<file path="src/lru_cache_replacement_defines.svh">
// Assertion macros shared by the LRU cache replacement block.
`ifndef LRU_CACHE_REPLACEMENT_DEFINES_SVH
`define LRU_CACHE_REPLACEMENT_DEFINES_SVH

// Immediate-consequence property, checked at every rising clock edge out of reset.
`define LCR_ASSERT(lbl, prop) \
  lbl: assert property (@(posedge clk) disable iff (!rst_n) prop) \
    else $error("lru cache replacement assertion failed");

// Next-cycle property, checked at every rising clock edge out of reset.
`define LCR_ASSERT_NEXT(lbl, ante, cons) \
  lbl: assert property (@(posedge clk) disable iff (!rst_n) (ante) |=> (cons)) \
    else $error("lru cache replacement assertion failed");

`endif

</file>
<file path="src/lcr_pkg.sv">
// Package with sizes, operation codes and types of the LRU cache replacement block.
package lcr_pkg;

  localparam int CAPACITY   = 16;
  localparam int IDX_W      = $clog2(CAPACITY);
  localparam int CNT_W      = $clog2(CAPACITY + 1);
  localparam int KEY_W      = 31;
  localparam int FUNC_W     = 2;
  localparam int LIMIT_W    = 5;
  localparam int OCC_W      = 5;
  localparam int IN_DATA_W  = 32;
  localparam int OUT_DATA_W = 40;

  typedef logic [FUNC_W-1:0] func_t;

  localparam func_t FUNC_ACCESS = 2'd0;
  localparam func_t FUNC_INSERT = 2'd1;
  localparam func_t FUNC_REMOVE = 2'd2;

  localparam logic [LIMIT_W-1:0] LIMIT_RESET = LIMIT_W'(CAPACITY);

endpackage

</file>
<file path="src/lcr_ram.sv">
// Generic single-port-write, single-port-read RAM with registered read data.
module lcr_ram #(
  parameter int WIDTH = 8,
  parameter int DEPTH = 16
) (
  input  logic                     clk,
  input  logic                     wr_en,
  input  logic [$clog2(DEPTH)-1:0] wr_addr,
  input  logic [WIDTH-1:0]         wr_data,
  input  logic [$clog2(DEPTH)-1:0] rd_addr,
  output logic [WIDTH-1:0]         rd_data
);

  logic [WIDTH-1:0] mem [DEPTH];

  always_ff @(posedge clk) begin
    if (wr_en) begin
      mem[wr_addr] <= wr_data;
    end
    rd_data <= mem[rd_addr];
  end

endmodule

</file>
<file path="src/lru_cache_replacement.sv">
// Top level of the LRU cache replacement tracker.
// The block tracks up to 16 keys with their recency order and takes one operation per
// input word: access, insert or remove. A single key comparator scans the key memory one
// slot per cycle over all 16 slots, and the update state then applies the rank update and
// loads the result. The result is valid and the block is ready again once the update state
// has loaded it; a new word is not taken until the previous one has been through the update
// state. A new word is taken while the previous result still waits on the output side, but
// its update state then waits until that result has been accepted.
// The cache limit register may be written only while no word is in flight.
`include "lru_cache_replacement_defines.svh"

module lru_cache_replacement (
  input  logic                            clk,
  input  logic                            rst_n,
  input  logic                            cfg_we,
  input  logic [lcr_pkg::LIMIT_W-1:0]     cfg_wdata,
  input  logic                            in_tvalid,
  output logic                            in_tready,
  input  logic [lcr_pkg::IN_DATA_W-1:0]   in_tdata,   // key[30:0], zero[31]
  input  logic [lcr_pkg::FUNC_W-1:0]      in_tuser,   // func[1:0]
  output logic                            out_tvalid,
  input  logic                            out_tready,
  output logic [lcr_pkg::OUT_DATA_W-1:0]  out_tdata,  // evicted_key[30:0], occupancy[35:31]
  output logic [1:0]                      out_tuser   // hit[0], evicted_valid[1]
);

  localparam int CAP   = lcr_pkg::CAPACITY;
  localparam int IDX_W = lcr_pkg::IDX_W;
  localparam int CNT_W = lcr_pkg::CNT_W;
  localparam int KEY_W = lcr_pkg::KEY_W;
  localparam int OCC_W = lcr_pkg::OCC_W;

  typedef enum logic [1:0] {S_IDLE, S_SCAN, S_UPDATE} state_t;

  state_t                      state_r, state_nxt;
  lcr_pkg::func_t              func_r, func_nxt;
  logic [KEY_W-1:0]            key_r, key_nxt;
  logic [IDX_W-1:0]            scan_idx_r, scan_idx_nxt;
  logic                        hit_r, hit_nxt;
  logic [IDX_W-1:0]            slot_r, slot_nxt;
  logic                        free_found_r, free_found_nxt;
  logic [IDX_W-1:0]            free_r, free_nxt;
  logic [KEY_W-1:0]            old_key_r, old_key_nxt;
  logic [CAP-1:0]              valid_r, valid_nxt;
  logic [IDX_W-1:0]            rank_r [CAP];
  logic [IDX_W-1:0]            rank_nxt [CAP];
  logic [CNT_W-1:0]            held_r, held_nxt;
  logic [lcr_pkg::LIMIT_W-1:0] limit_r, limit_nxt;
  logic                        out_valid_r, out_valid_nxt;
  logic                        out_hit_r, out_hit_nxt;
  logic                        out_ev_r, out_ev_nxt;
  logic [KEY_W-1:0]            out_evkey_r, out_evkey_nxt;
  logic [OCC_W-1:0]            out_occ_r, out_occ_nxt;

  logic [CNT_W-1:0]            lim;
  logic [CNT_W-1:0]            lim_m1;
  logic                        evict_on;
  logic [KEY_W-1:0]            rd_key;
  logic                        cur_valid;
  logic [CNT_W-1:0]            cur_rank;
  logic                        cur_match;
  logic                        cur_oldest;
  logic                        cur_free;
  logic                        out_free;
  logic [IDX_W-1:0]            slot_rank;
  logic                        ram_we;

  lcr_ram #(
    .WIDTH(KEY_W),
    .DEPTH(CAP)
  ) u_key_ram (
    .clk    (clk),
    .wr_en  (ram_we),
    .wr_addr(free_r),
    .wr_data(key_r),
    .rd_addr(scan_idx_nxt),
    .rd_data(rd_key)
  );

  always_comb begin
    if (limit_r == '0) begin
      lim = CNT_W'(1);
    end else if (32'(limit_r) > 32'(CAP)) begin
      lim = CNT_W'(CAP);
    end else begin
      lim = CNT_W'(limit_r);
    end
  end

  assign lim_m1     = lim - CNT_W'(1);
  assign evict_on   = held_r >= lim;
  assign cur_valid  = valid_r[scan_idx_r];
  assign cur_rank   = CNT_W'(rank_r[scan_idx_r]);
  assign cur_match  = cur_valid && (rd_key == key_r);
  assign cur_oldest = cur_valid && ((cur_rank + CNT_W'(1)) == held_r);
  assign cur_free   = !cur_valid || (evict_on && (cur_rank >= lim_m1));
  assign out_free   = !out_valid_r || out_tready;
  assign slot_rank  = rank_r[slot_r];
  assign ram_we     = (state_r == S_UPDATE) && out_free &&
                      (func_r == lcr_pkg::FUNC_INSERT) && !hit_r;

  assign in_tready  = (state_r == S_IDLE);
  assign out_tvalid = out_valid_r;
  assign out_tuser  = {out_ev_r, out_hit_r};
  assign out_tdata  = {{(lcr_pkg::OUT_DATA_W - KEY_W - OCC_W){1'b0}}, out_occ_r, out_evkey_r};

  always_comb begin
    state_nxt      = state_r;
    func_nxt       = func_r;
    key_nxt        = key_r;
    scan_idx_nxt   = scan_idx_r;
    hit_nxt        = hit_r;
    slot_nxt       = slot_r;
    free_found_nxt = free_found_r;
    free_nxt       = free_r;
    old_key_nxt    = old_key_r;
    valid_nxt      = valid_r;
    rank_nxt       = rank_r;
    held_nxt       = held_r;
    limit_nxt      = cfg_we ? cfg_wdata : limit_r;
    out_valid_nxt  = out_valid_r && !out_tready;
    out_hit_nxt    = out_hit_r;
    out_ev_nxt     = out_ev_r;
    out_evkey_nxt  = out_evkey_r;
    out_occ_nxt    = out_occ_r;

    case (state_r)
      S_IDLE: begin
        scan_idx_nxt = '0;
        if (in_tvalid) begin
          func_nxt       = in_tuser;
          key_nxt        = in_tdata[KEY_W-1:0];
          hit_nxt        = 1'b0;
          free_found_nxt = 1'b0;
          state_nxt      = S_SCAN;
        end
      end
      S_SCAN: begin
        if (cur_match) begin
          hit_nxt  = 1'b1;
          slot_nxt = scan_idx_r;
        end
        if (cur_oldest) begin
          old_key_nxt = rd_key;
        end
        if (cur_free && !free_found_r) begin
          free_nxt       = scan_idx_r;
          free_found_nxt = 1'b1;
        end
        if (scan_idx_r == IDX_W'(CAP - 1)) begin
          scan_idx_nxt = '0;
          state_nxt    = S_UPDATE;
        end else begin
          scan_idx_nxt = scan_idx_r + IDX_W'(1);
        end
      end
      S_UPDATE: begin
        scan_idx_nxt = '0;
        if (out_free) begin
          out_ev_nxt    = 1'b0;
          out_evkey_nxt = '0;
          out_hit_nxt   = hit_r;
          case (func_r)
            lcr_pkg::FUNC_ACCESS, lcr_pkg::FUNC_INSERT: begin
              if (hit_r) begin
                for (int i = 0; i < CAP; i++) begin
                  if (valid_r[i] && (rank_r[i] < slot_rank)) begin
                    rank_nxt[i] = rank_r[i] + IDX_W'(1);
                  end
                end
                rank_nxt[slot_r] = '0;
              end else if (func_r == lcr_pkg::FUNC_INSERT) begin
                for (int i = 0; i < CAP; i++) begin
                  valid_nxt[i] = valid_r[i] &&
                                 !(evict_on && (CNT_W'(rank_r[i]) >= lim_m1));
                  if (valid_nxt[i]) begin
                    rank_nxt[i] = rank_r[i] + IDX_W'(1);
                  end
                end
                valid_nxt[free_r] = 1'b1;
                rank_nxt[free_r]  = '0;
                held_nxt          = (evict_on ? lim_m1 : held_r) + CNT_W'(1);
                if (evict_on) begin
                  out_ev_nxt    = 1'b1;
                  out_evkey_nxt = old_key_r;
                end
              end
            end
            lcr_pkg::FUNC_REMOVE: begin
              if (hit_r) begin
                valid_nxt[slot_r] = 1'b0;
                for (int i = 0; i < CAP; i++) begin
                  if (valid_r[i] && (rank_r[i] > slot_rank)) begin
                    rank_nxt[i] = rank_r[i] - IDX_W'(1);
                  end
                end
                held_nxt = held_r - CNT_W'(1);
              end
            end
            default: begin
              out_hit_nxt = 1'b0;
            end
          endcase
          out_occ_nxt   = OCC_W'(held_nxt);
          out_valid_nxt = 1'b1;
          state_nxt     = S_IDLE;
        end
      end
      default: begin
        state_nxt = S_IDLE;
      end
    endcase
  end

  always_ff @(posedge clk) begin
    if (!rst_n) begin
      state_r      <= S_IDLE;
      scan_idx_r   <= '0;
      hit_r        <= 1'b0;
      free_found_r <= 1'b0;
      valid_r      <= '0;
      for (int i = 0; i < CAP; i++) begin
        rank_r[i] <= '0;
      end
      held_r       <= '0;
      limit_r      <= lcr_pkg::LIMIT_RESET;
      out_valid_r  <= 1'b0;
    end else begin
      state_r      <= state_nxt;
      scan_idx_r   <= scan_idx_nxt;
      hit_r        <= hit_nxt;
      free_found_r <= free_found_nxt;
      valid_r      <= valid_nxt;
      rank_r       <= rank_nxt;
      held_r       <= held_nxt;
      limit_r      <= limit_nxt;
      out_valid_r  <= out_valid_nxt;
      func_r       <= func_nxt;
      key_r        <= key_nxt;
      slot_r       <= slot_nxt;
      free_r       <= free_nxt;
      old_key_r    <= old_key_nxt;
      out_hit_r    <= out_hit_nxt;
      out_ev_r     <= out_ev_nxt;
      out_evkey_r  <= out_evkey_nxt;
      out_occ_r    <= out_occ_nxt;
    end
  end

  `LCR_ASSERT(a_held_matches_valid, held_r == CNT_W'($countones(valid_r)))
  `LCR_ASSERT_NEXT(a_busy_after_accept, in_tvalid && in_tready, !in_tready)
  `LCR_ASSERT(a_evict_only_on_miss, (out_tvalid && out_tuser[1]) |-> !out_tuser[0])

endmodule

</file>
<file path="config.mk">
export PLATFORM = sky130hd
export DESIGN_NAME = lru_cache_replacement
export DESIGN_NICKNAME = d
export VERILOG_FILES = /design/src/lcr_pkg.sv /design/src/lcr_ram.sv /design/src/lru_cache_replacement.sv
export VERILOG_INCLUDE_DIRS = /design/src /design/src/src
export SDC_FILE = /design/constraint.sdc
export NUM_CORES = 1
export LEC_CHECK = 0
export ABC_AREA = 1
export BUFFER_PORTS_ARGS = -buffer_cell sky130_fd_sc_hd__buf_4
export CAP_MARGIN = 20
export CORE_ASPECT_RATIO = 0.8
export CORE_MARGIN = 2
export CORE_UTILIZATION = 55
export DETAILED_ROUTE_END_ITERATION = 6
export HOLD_SLACK_MARGIN = 0.03
export PLACE_DENSITY = 0.71
export SLEW_MARGIN = 20
export SYNTH_ARGS = -nofsm -noshare
export SYNTH_HDL_FRONTEND = slang
export SYNTH_SLANG_ARGS = --single-unit
export TNS_END_PERCENT = 100
</file>
<file path="constraint.sdc">
create_clock -name clk -period 5.6 [get_ports clk]
set_clock_uncertainty 0.15 [all_clocks]
set_input_delay 1.4 -clock clk [delete_from_list [all_inputs] [get_ports clk]]
set_output_delay 1.4 -clock clk [all_outputs]
set_load 0.1 [all_outputs]
</file>
Yosys cells after proc, flatten, opt, wreduce, memory -nomap -nowiden --
Memory sizes are Yosys's and may differ from the RTL's. A register that Yosys moved wholly into a read port is not among the register bits. Cells that the tools add are included.
Storage, ports and cells: flip-flop bits (word level) 209, input bits 44, logic and storage cells 551, memories 1, output and inout port bits 44, memory bits (writable) 496
Memory list:
- u_key_ram.mem | words 16, width 31, rd ports 1, clocked after Yosys merged registers in 1, write ports 1, RTL line lcr_ram.sv:14 | logic [WIDTH-1:0] mem [DEPTH];
Operators by class: mux-type cells 239, equal/unequal tests 32, reductions and logical operators 135, $add $sub $neg 37, bitwise logic cells 13, order comparisons 61
Operator list (count):
- $mux 4 | 199
- $mux 64 | 3
- $and 64x64->64 | 2
- $not 64->64 | 2
- $pmux 64 s2 | 1
- $reduce_and 6->1 | 17
- $ge 4x5->1 | 17
- $logic_and 1x1->1 | 76
- $add 4x1->4 const B | 17
- $gt 4x4->1 | 16
- $lt 4x4->1 | 16
- $sub 4x1->4 const B | 16
- $mux 16 | 3
- $ne 2x2->1 const B | 24
- $bmux 4 s4 | 2
- $demux 4 s4 | 2
- $pmux 16 s2 | 1
- $eq 31x31->1 | 1
- $mux 5 | 6
- $reduce_and 3->1 | 8
- $logic_not 1->1 | 21
- $and 16x16->16 | 1
- $not 16->16 | 1
- $or 16x16->16 | 1
- 32 further kinds | 64

Logic depth before layout (Yosys ltp) --
Gate-level depths: netlist of the first run.
word-level depth 18, gate-level depth with buffers 22, depth with buffers taken out 21

By module --
A second synthesis of the first run with hierarchy kept.
Unflattened totals: cells, all modules 4547, area, all modules 39583.0 µm²
Modules (own cells, without submodules):
- lcr_ram | cells each 2054, times used 1, seq. area each 15514.9 µm², area an instance 22026.1 µm²
- lru_cache_replacement | cells each 2493, times used 1, seq. area each 5285.1 µm², area an instance 17556.8 µm²

Worst setup path before layout of the first run --
Ideal clock, no wire load.
path kind register -> register, start register slot_r[1], end register rank_r[57] in the netlist's numbering, data arrival time 3.828 ns, path buffers 2, data required time 5.318 ns, path slack 1.490 ns, stages on the path, launching flop included 19, setup time 0.132 ns, clock period less this slack 4.110 ns, cell sequence edfxtp_1 -> nand2_1 -> clkbuf_1 -> clkbuf_1 -> o221ai_1 -> a221oi_1 -> ha_1 -> inv_1 -> nor2_1 -> o21ai_0 -> nand2_1 -> nor2_1 -> inv_1 -> o211ai_1 -> nand2_1 -> inv_1 -> nand2_1 -> nand2_1 -> a21oi_1
Between the ends: cells in the longest elaborated chain, start to end 14, elaborated cells on any way between the ends 24, classes of those cells order compare (4); eq/ne (1); mux (12); bitwise (3); reduce/logical (4)
RTL lines:
- start, declared | RTL line lru_cache_replacement.sv:40 | logic [IDX_W-1:0] slot_r, slot_nxt;
- start signal, assigned | RTL line lru_cache_replacement.sv:240 | slot_r <= slot_nxt;
- $not 4->5 (implied by the code) * | RTL line lru_cache_replacement.sv:98, lru_cache_replacement.sv:171
- $bmux 4 s4 | RTL line lru_cache_replacement.sv:98 | assign slot_rank = rank_r[slot_r];
- $mux 4 (implied by the code) (2 in a row) | RTL line lru_cache_replacement.sv:98
- $lt 4x4->1 | RTL line lru_cache_replacement.sv:167 | if (valid_r[i] && (rank_r[i] < slot_rank)) begin
- $logic_and 1x1->1 | RTL line lru_cache_replacement.sv:167
- $mux 4 | RTL line lru_cache_replacement.sv:167
- $mux 4 | RTL line lru_cache_replacement.sv:165 | if (hit_r) begin
- $mux 4 | RTL line lru_cache_replacement.sv:163 | case (func_r)
- $mux 4 | RTL line lru_cache_replacement.sv:159 | if (out_free) begin
- $mux 4 | RTL line lru_cache_replacement.sv:127 | case (state_r)
- $and 64x64->64 (no line)
- $mux 64 | RTL line lru_cache_replacement.sv:165
- $pmux 64 s2 | RTL line lru_cache_replacement.sv:163
- end signal, assigned | RTL line lru_cache_replacement.sv:234 | rank_r <= rank_nxt;
- end, declared | RTL line lru_cache_replacement.sv:45 | logic [IDX_W-1:0] rank_r [CAP];
Every way passes the cells marked *; elsewhere a longest branch is shown, timed or not. The select of a mux whose other input is x is not followed. A chain may end at the register's enable or synchronous reset.

Final worst setup path of the first run --
Same ends and word-level chain as after synthesis.

==> impl_metrics.toml, run 1 <==
[route]
dr.pass1.iters = 7
via_count = 29755
final_antenna_net_count = 0
drc = 0
wl_microns = 106000
drt_iter0_markers = 4039
wl_per_cell_microns = 21.1
vias_per_cell = 5.94

[worst_hold_path]
min_to = "old_key_r[18]"
hp-start = "u_key_ram.rd_data[18]"
whs_path_depth = 0
min_path_type = "reg2reg"

[power_and_ir_drop]
p_sw_uw = 2960
seqPwrFrac = 0.498
p_sw_frac = 0.244
intPower_uw = 9190
p_leak_uw = 0.0160
ir_drop_mv = 0.283
comb_power_share = 0.079
p_per_area_nw_per_um2 = 293
clock_power_share = 0.423

[finish]
antenna_cells = 0
drive_gt1_frac = 0.0749
regArea_sq_um = 20800
syn_to_final_growth_pct = 11.1
num-nets-final = 4241
multi_input_comb_area_sq_um = 14500
layout_commonest_cell = "nor2_1"
final_cell_mix = "nor2_1, edfxtp_1, nand2_1"
fillers = 5534

[global_route]
grt_usage = 0.298
grt_pass1_wl_microns = 159000
grt_pass1_vias = 26757
grt_overflow = 0
antenna_found_initial = 5
grt_max_degree = 177

[setup_path]
r2r-end = "rank_r[57]"
slowest_delay_ps = 570
r2r_cells = 18
path_cells = "nor2_1, inv_1, o22ai_1, o21ai_0, nand4_1, buf_4, ha_1, nor2_1, o21ai_0, nand2_1, nor2_1, inv_1, o211ai_1, nand2_1, inv_1, nand2_1, nand2_1, a21oi_1"
cp.arrival_ps = 5000
endpoint_kind = "register"
cp.required_ps = 5930
r2r_slack_ps = 930
cp_max_fo = 15
path_class = "reg2reg"
cpMaxStageDelayCell = "nor2_1"
r2r-start = "slot_r[1]"
cpMostUsedCell = "nand2_1"
worstSetupStartpointType = "register"
setup.worst_path.start = "slot_r[1]"

[sta]
layout_min_cycle_time_ps = 4670
finalCritPeriodShare = 0.834
rsz0062_at_grt = "false"
clock.fmax_mhz = 214
setup_slack_ps = 930
maxSlewViolCount = 0
tns_ps = 0
hold_violations = 0
maxSlewHeadroom = 0.338
worstMarginPinSlew_ps = 991
setup_viol = 0

[placement]
port_buffers = 82
hpwlAfterDp_microns = 66400
gp_congestion = 1.01
place_ws_ps = 1210

[synthesis]
postSynthAreaPerCell_sq_um = 9.30
synth-seq-area-share = 0.557
yosysWarnings = 0
synthDistinctLibCells = 45
syn-cell-area_sq_um = 37400
ys_ff_latch = 736
synthesis.instances = 4020

[floorplan]
design.die.area_sq_um = 70100
ioPinCount = 88
rows = 85
core_sq_um = 67200
die_h_microns = 237
start_util = 0.556
die_w_microns = 295

[clock_network]
tritoncts = "done"
ctsHoldBuffers = 0
ctsResizeCount = 0
cts_buffers = 75
clk_pin_slew_worst_paths_ps = 60
cts_max_level = 3
clkLatencyLatePin_ps = 640
cts_buffer_depth = 3
postCtsSetupRepairBufs = 0
cts_sinks = 736
clockRootBuffer = "clkbuf_16"

[outcome]
outcome = "completed"

[job]
maxCapViolations = 0
## cell usage after synthesis
library cell	number	area [sq um]
ha_1	162	2030
o22ai_1	29	181
or2_1	5	31.3
o21ai_1	44	220
a211oi_1	2	15.0
nand3_1	275	1380
o21bai_1	6	45.0
nand3b_1	16	120
buf_1	18	67.6
inv_1	344	1290
a31oi_1	7	43.8
nor3_1	22	110
clkinv_1	1	3.75
a21oi_1	232	1160
dfxtp_1	130	2600
o311ai_0	10	87.6
nand3_2	2	20.0
o22ai_4	1	20.0
o221ai_1	7	61.3
edfxtp_1	606	18200
nor2_1	723	2710
conb_1	1	3.75
nor4_1	3	18.8
buf_2	52	260
o21ai_0	258	1290
nand2_2	2	12.5
a21oi_2	1	8.76
buf_4	9	67.6
o211ai_1	90	676
a22oi_1	6	45.0
clkbuf_1	133	499
nor2_4	1	11.3
o21a_1	1	7.51
o311ai_1	71	622
nand4_1	19	119
xnor2_1	42	368
a221oi_1	11	96.3
buf_6	2	22.5
xor2_1	23	201
nor2_2	1	6.26
a22o_1	3	26.3
o31ai_1	44	330
a21boi_4	1	18.8
inv_2	10	37.5
nand2_1	594	2230
## state kept, by name, summed over array words and instances, names as in the netlist, 16 cells and up
| name | flops |
|---|---|
| key_r | 31 |
| old_key_r | 31 |
| out_evkey_r | 31 |
| rank_r | 64 |
| u_key_ram.mem | 496 |
| u_key_ram.rd_data | 31 |
| valid_r | 16 |
## how the worst max path moves through the flow
stage                      end  slack (ps)  cells after the start
detailed placement  rank_r[57]        1210                     18
global placement    rank_r[57]        1230                     18
global route        rank_r[57]         880                     18
finish              rank_r[57]         930                     18
CTS                 rank_r[57]        1150                     18
floorplan           rank_r[57]        1490                     18
## worst max-delay path: cells and delay by family (launching register included)
kind / cells / cell delay [ps]
AO/OA/AOI/OAI: 5 / 900
AND/OR/NAND/NOR: 8 / 1750
adder cells (fa/ha/maj): 1 / 210
flip-flops: 1 / 420
buffers and inverters: 4 / 1100
## kinds of logic after synthesis
kind of cell / after synthesis / synth area share
AND/OR/NAND/NOR: 1663 / 0.181
flip-flops: 736 / 0.557
buffers and inverters: 569 / 0.0602
XOR/XNOR: 65 / 0.0152
other: 1 / 0.000100
AO/OA/AOI/OAI: 824 / 0.133
adder cells (fa/ha/maj): 162 / 0.0542
## power by group through the flow
stage / sequential [uW] / combinational, uW / clock [uW]
after floorplan: 6110 / 658 / 0
after global placement: 6160 / 924 / 0
after detailed placement: 6170 / 943 / 0
after CTS: 6050 / 948 / 5200
after global routing: 6060 / 1060 / 5400
final: 6050 / 962 / 5140
## cell type report
class | instances | share of cell area
inverters | 355 | 0.0323
repair buffers | 149 | 0.0290
clock buffers | 111 | 0.0514
clock inverters | 28 | 0.00949
flip-flops and latches | 736 | 0.501
well taps | 913 | 0.0275
multi-input cells | 2718 | 0.350
## routing by layer
metal | share of wire | track usage | vias to the layer above
li1 | - | - | 13999
met1 | 0.43 | 0.450 | 13982
met2 | 0.42 | 0.421 | 1572
met3 | 0.12 | 0.0745 | 198
met4 | 0.029 | 0.0923 | 4
met5 | 0.00068 | 0.00836 | -
## metrics by stage
step           instance area (sq um)   util  instances  hold slack (ps)  power (uW)
6_report                       41500  0.618       5010              310       12200
5_1_grt                        41500  0.618       5010              333       12500
4_1_cts                        41500  0.618       5010              311       12200
3_5_place_dp                   39000  0.580       4871              296        7110
3_3_place_gp                   39000  0.580       4871              278        7090
2_1_floorplan                  37400      -       4023              258        6770
No activity file was read; power rests on OpenSTA's default activity.
==> run 2, diff against run 1 <==
- ABC_AREA: 1 -> 0
- clock period: 5.6 -> 4.8 ns (I/O delays scaled with it)
==> run 2 against run 1 <==
Compared with the run above: clock power up 8.8%; worst hold slack worse by 10 ps; sequential cell count unchanged; fmax up 2.5%; synthesized area down 2.1%; final area down 1.4%; sequential power up 16%; largest power group unchanged; non-clock buffer count up 33.
==> impl_metrics.toml, run 2 <==
[clock_network]
cts_buffers = 72
clkLatencyLatePin_ps = 630
cts_sinks = 736
cts_max_level = 3
clockRootBuffer = "clkbuf_16"
postCtsSetupRepairBufs = 0
clk_pin_slew_worst_paths_ps = 70
ctsHoldBuffers = 0
ctsResizeCount = 0
tritoncts = "done"
cts_buffer_depth = 3

[job]
maxCapViolations = 0

[floorplan]
core_sq_um = 65800
rows = 84
start_util = 0.556
die_w_microns = 292
die_h_microns = 235
design.die.area_sq_um = 68700
ioPinCount = 88

[placement]
place_area_sq_um = 38600
hpwlAfterDp_microns = 64100
port_buffers = 82
gp_congestion = 0.973
place_ws_ps = 333

[synthesis]
synth_top_area_cell = "edfxtp_1"
synthesis.instances = 2776
synth_top_cell_area_share = 0.497
yosys.cell_count.top_type = "edfxtp_1"
synth-seq-area-share = 0.568
synth.top_cells.by_area = "edfxtp_1, mux4_2, dfxtp_1"
postSynthAreaPerCell_sq_um = 13.2
synth_common_cells = "edfxtp_1, ha_1, nand2_1, mux4_2"
syn-cell-area_sq_um = 36600
yosysWarnings = 0
synth-async-reset-ratio = 0
ys_ff_latch = 736
synth_edf_count = 606
synthDistinctLibCells = 92
ys.flop_type = "edfxtp_1"

[sta]
finalCritPeriodShare = 0.949
maxSlewViolCount = 0
hold-worst-slack_ps = 300
rsz0062_at_grt = "false"
setup_slack_ps = 243
layout_min_cycle_time_ps = 4560
clock.fmax_mhz = 219
setup_viol = 0
hold_violations = 0
maxSlewHeadroom = 0.266
worstMarginPinSlew_ps = 1090

[setup_path]
r2r-start = "slot_r[0]"
cp.arrival_ps = 4890
path_class = "reg2reg"
worstSetupStartpointType = "register"
cp_max_fo = 16
r2r_slack_ps = 240
r2r-end = "rank_r[6]"
r2r_cells = 11
cp.required_ps = 5130
endpoint_kind = "register"

[route]
wl_per_cell_microns = 27.1
wl_microns = 103000
final_antenna_net_count = 0
drc = 0
drt_iter0_markers = 3097
vias_per_cell = 6.86
via_count = 26038
dr.pass1.iters = 6

[worst_hold_path]
hp-start = "u_key_ram.rd_data[19]"
whs_path_depth = 0
min_to = "old_key_r[19]"
min_path_type = "reg2reg"

[finish]
top_register = "u_key_ram.mem"
num-nets-final = 3084
layout_commonest_cell = "edfxtp_1"
final_design_area_no_fill_sq_um = 41000
drive_gt1_frac = 0.175
post-route-util = 0.623
final_cell_mix = "edfxtp_1, buf_4, ha_1"
largest_reg_flops = 496
syn_to_final_growth_pct = 11.9
largestRegisters = "u_key_ram.mem x496, rank_r x64"

[global_route]
antenna_found_initial = 2
grt_pass1_wl_microns = 154000
grt_usage = 0.297
grt_max_degree = 78
grt_pass1_vias = 25305
grt_overflow = 0

[outcome]
outcome = "completed"

[power_and_ir_drop]
p_per_area_nw_per_um2 = 326
ir_drop_mv = 0.358
p_leak_uw = 0.0143
[run 2: cell types whose count changed after synthesis, sizes merged, moves of 38 or more]
cell    delta
a21oi     -90
nand2b    +52
nor2     -583
nand3    -206
a22oi     +64
inv      -266
o211ai    -51
nor2b     +38
nand2    -434
and2      +44
mux4     +163
o21ai    -192
o311ai    -74
[run 2: layer usage]
metal / global-route usage / part of all wire
met1: 0.443 / 0.42
met2: 0.437 / 0.44
met3: 0.0623 / 0.12
met4: 0.0987 / 0.030
met5: 0 / 0.00013
[run 2: logic make-up after synthesis]
kind of cell / share of synthesized area
compound gates: 0.121
xor+xnor: 0.0115
fa+ha+maj: 0.0562
buf+inv: 0.0286
flops: 0.568
mux: 0.113
other cells: 0.000102
simple gates: 0.101
[run 2: power breakdown]
part / leakage [uW] / switching (uW) / total (uW) / internal, uW
clock: 0.00112 / 2440 / 5590 / 3140
combinational: 0.00668 / 449 / 753 / 304
sequential: 0.00652 / 90.9 / 7000 / 6910
total: 0.0143 / 2980 / 13300 / 10400
[run 2: per-stage QoR]
step / power [uW] / TNS [ps] / instances
final: 13300 / 0 / 3798
after global routing: 13700 / 0 / 3797
after CTS: 13400 / 0 / 3797
after detailed placement: 7880 / 0 / 3664
after global placement: 7850 / 0 / 3664
after floorplan: 7620 / -30350 / 2779
[run 2: layout make-up]
class | count | area, sq um
Timing Repair Buffer | 182 | 1470
Clock buffer | 96 | 1980
Inverter | 90 | 338
Fill cell | 4803 | 24800
Tap cell | 860 | 1080
Clock inverter | 37 | 347
Multi-Input combinational cell | 1796 | 15000
Sequential cell | 736 | 20800
Antenna cell | 1 | 2.50
[run 2: worst max path at each step]
stage | from | end | depth (start not counted)
2_1_floorplan | out_tready | u_key_ram.mem[12][0] | 4
3_3_place_gp | slot_r[0] | rank_r[63] | 12
3_5_place_dp | slot_r[0] | rank_r[6] | 11
4_1_cts | slot_r[0] | rank_r[6] | 11
5_1_grt | slot_r[0] | rank_r[6] | 11
6_report | slot_r[0] | rank_r[6] | 11
[run 2: critical path: stages, from the launching register on]
cell	delay (ps)
edfxtp_1	710
buf_4	250
mux4_2	560
mux4_2	840
ha_1	310
nand2b_1	140
a21oi_1	210
o211ai_1	110
a21oi_1	410
o21ai_0	240
o31ai_1	320
a32oi_1	140
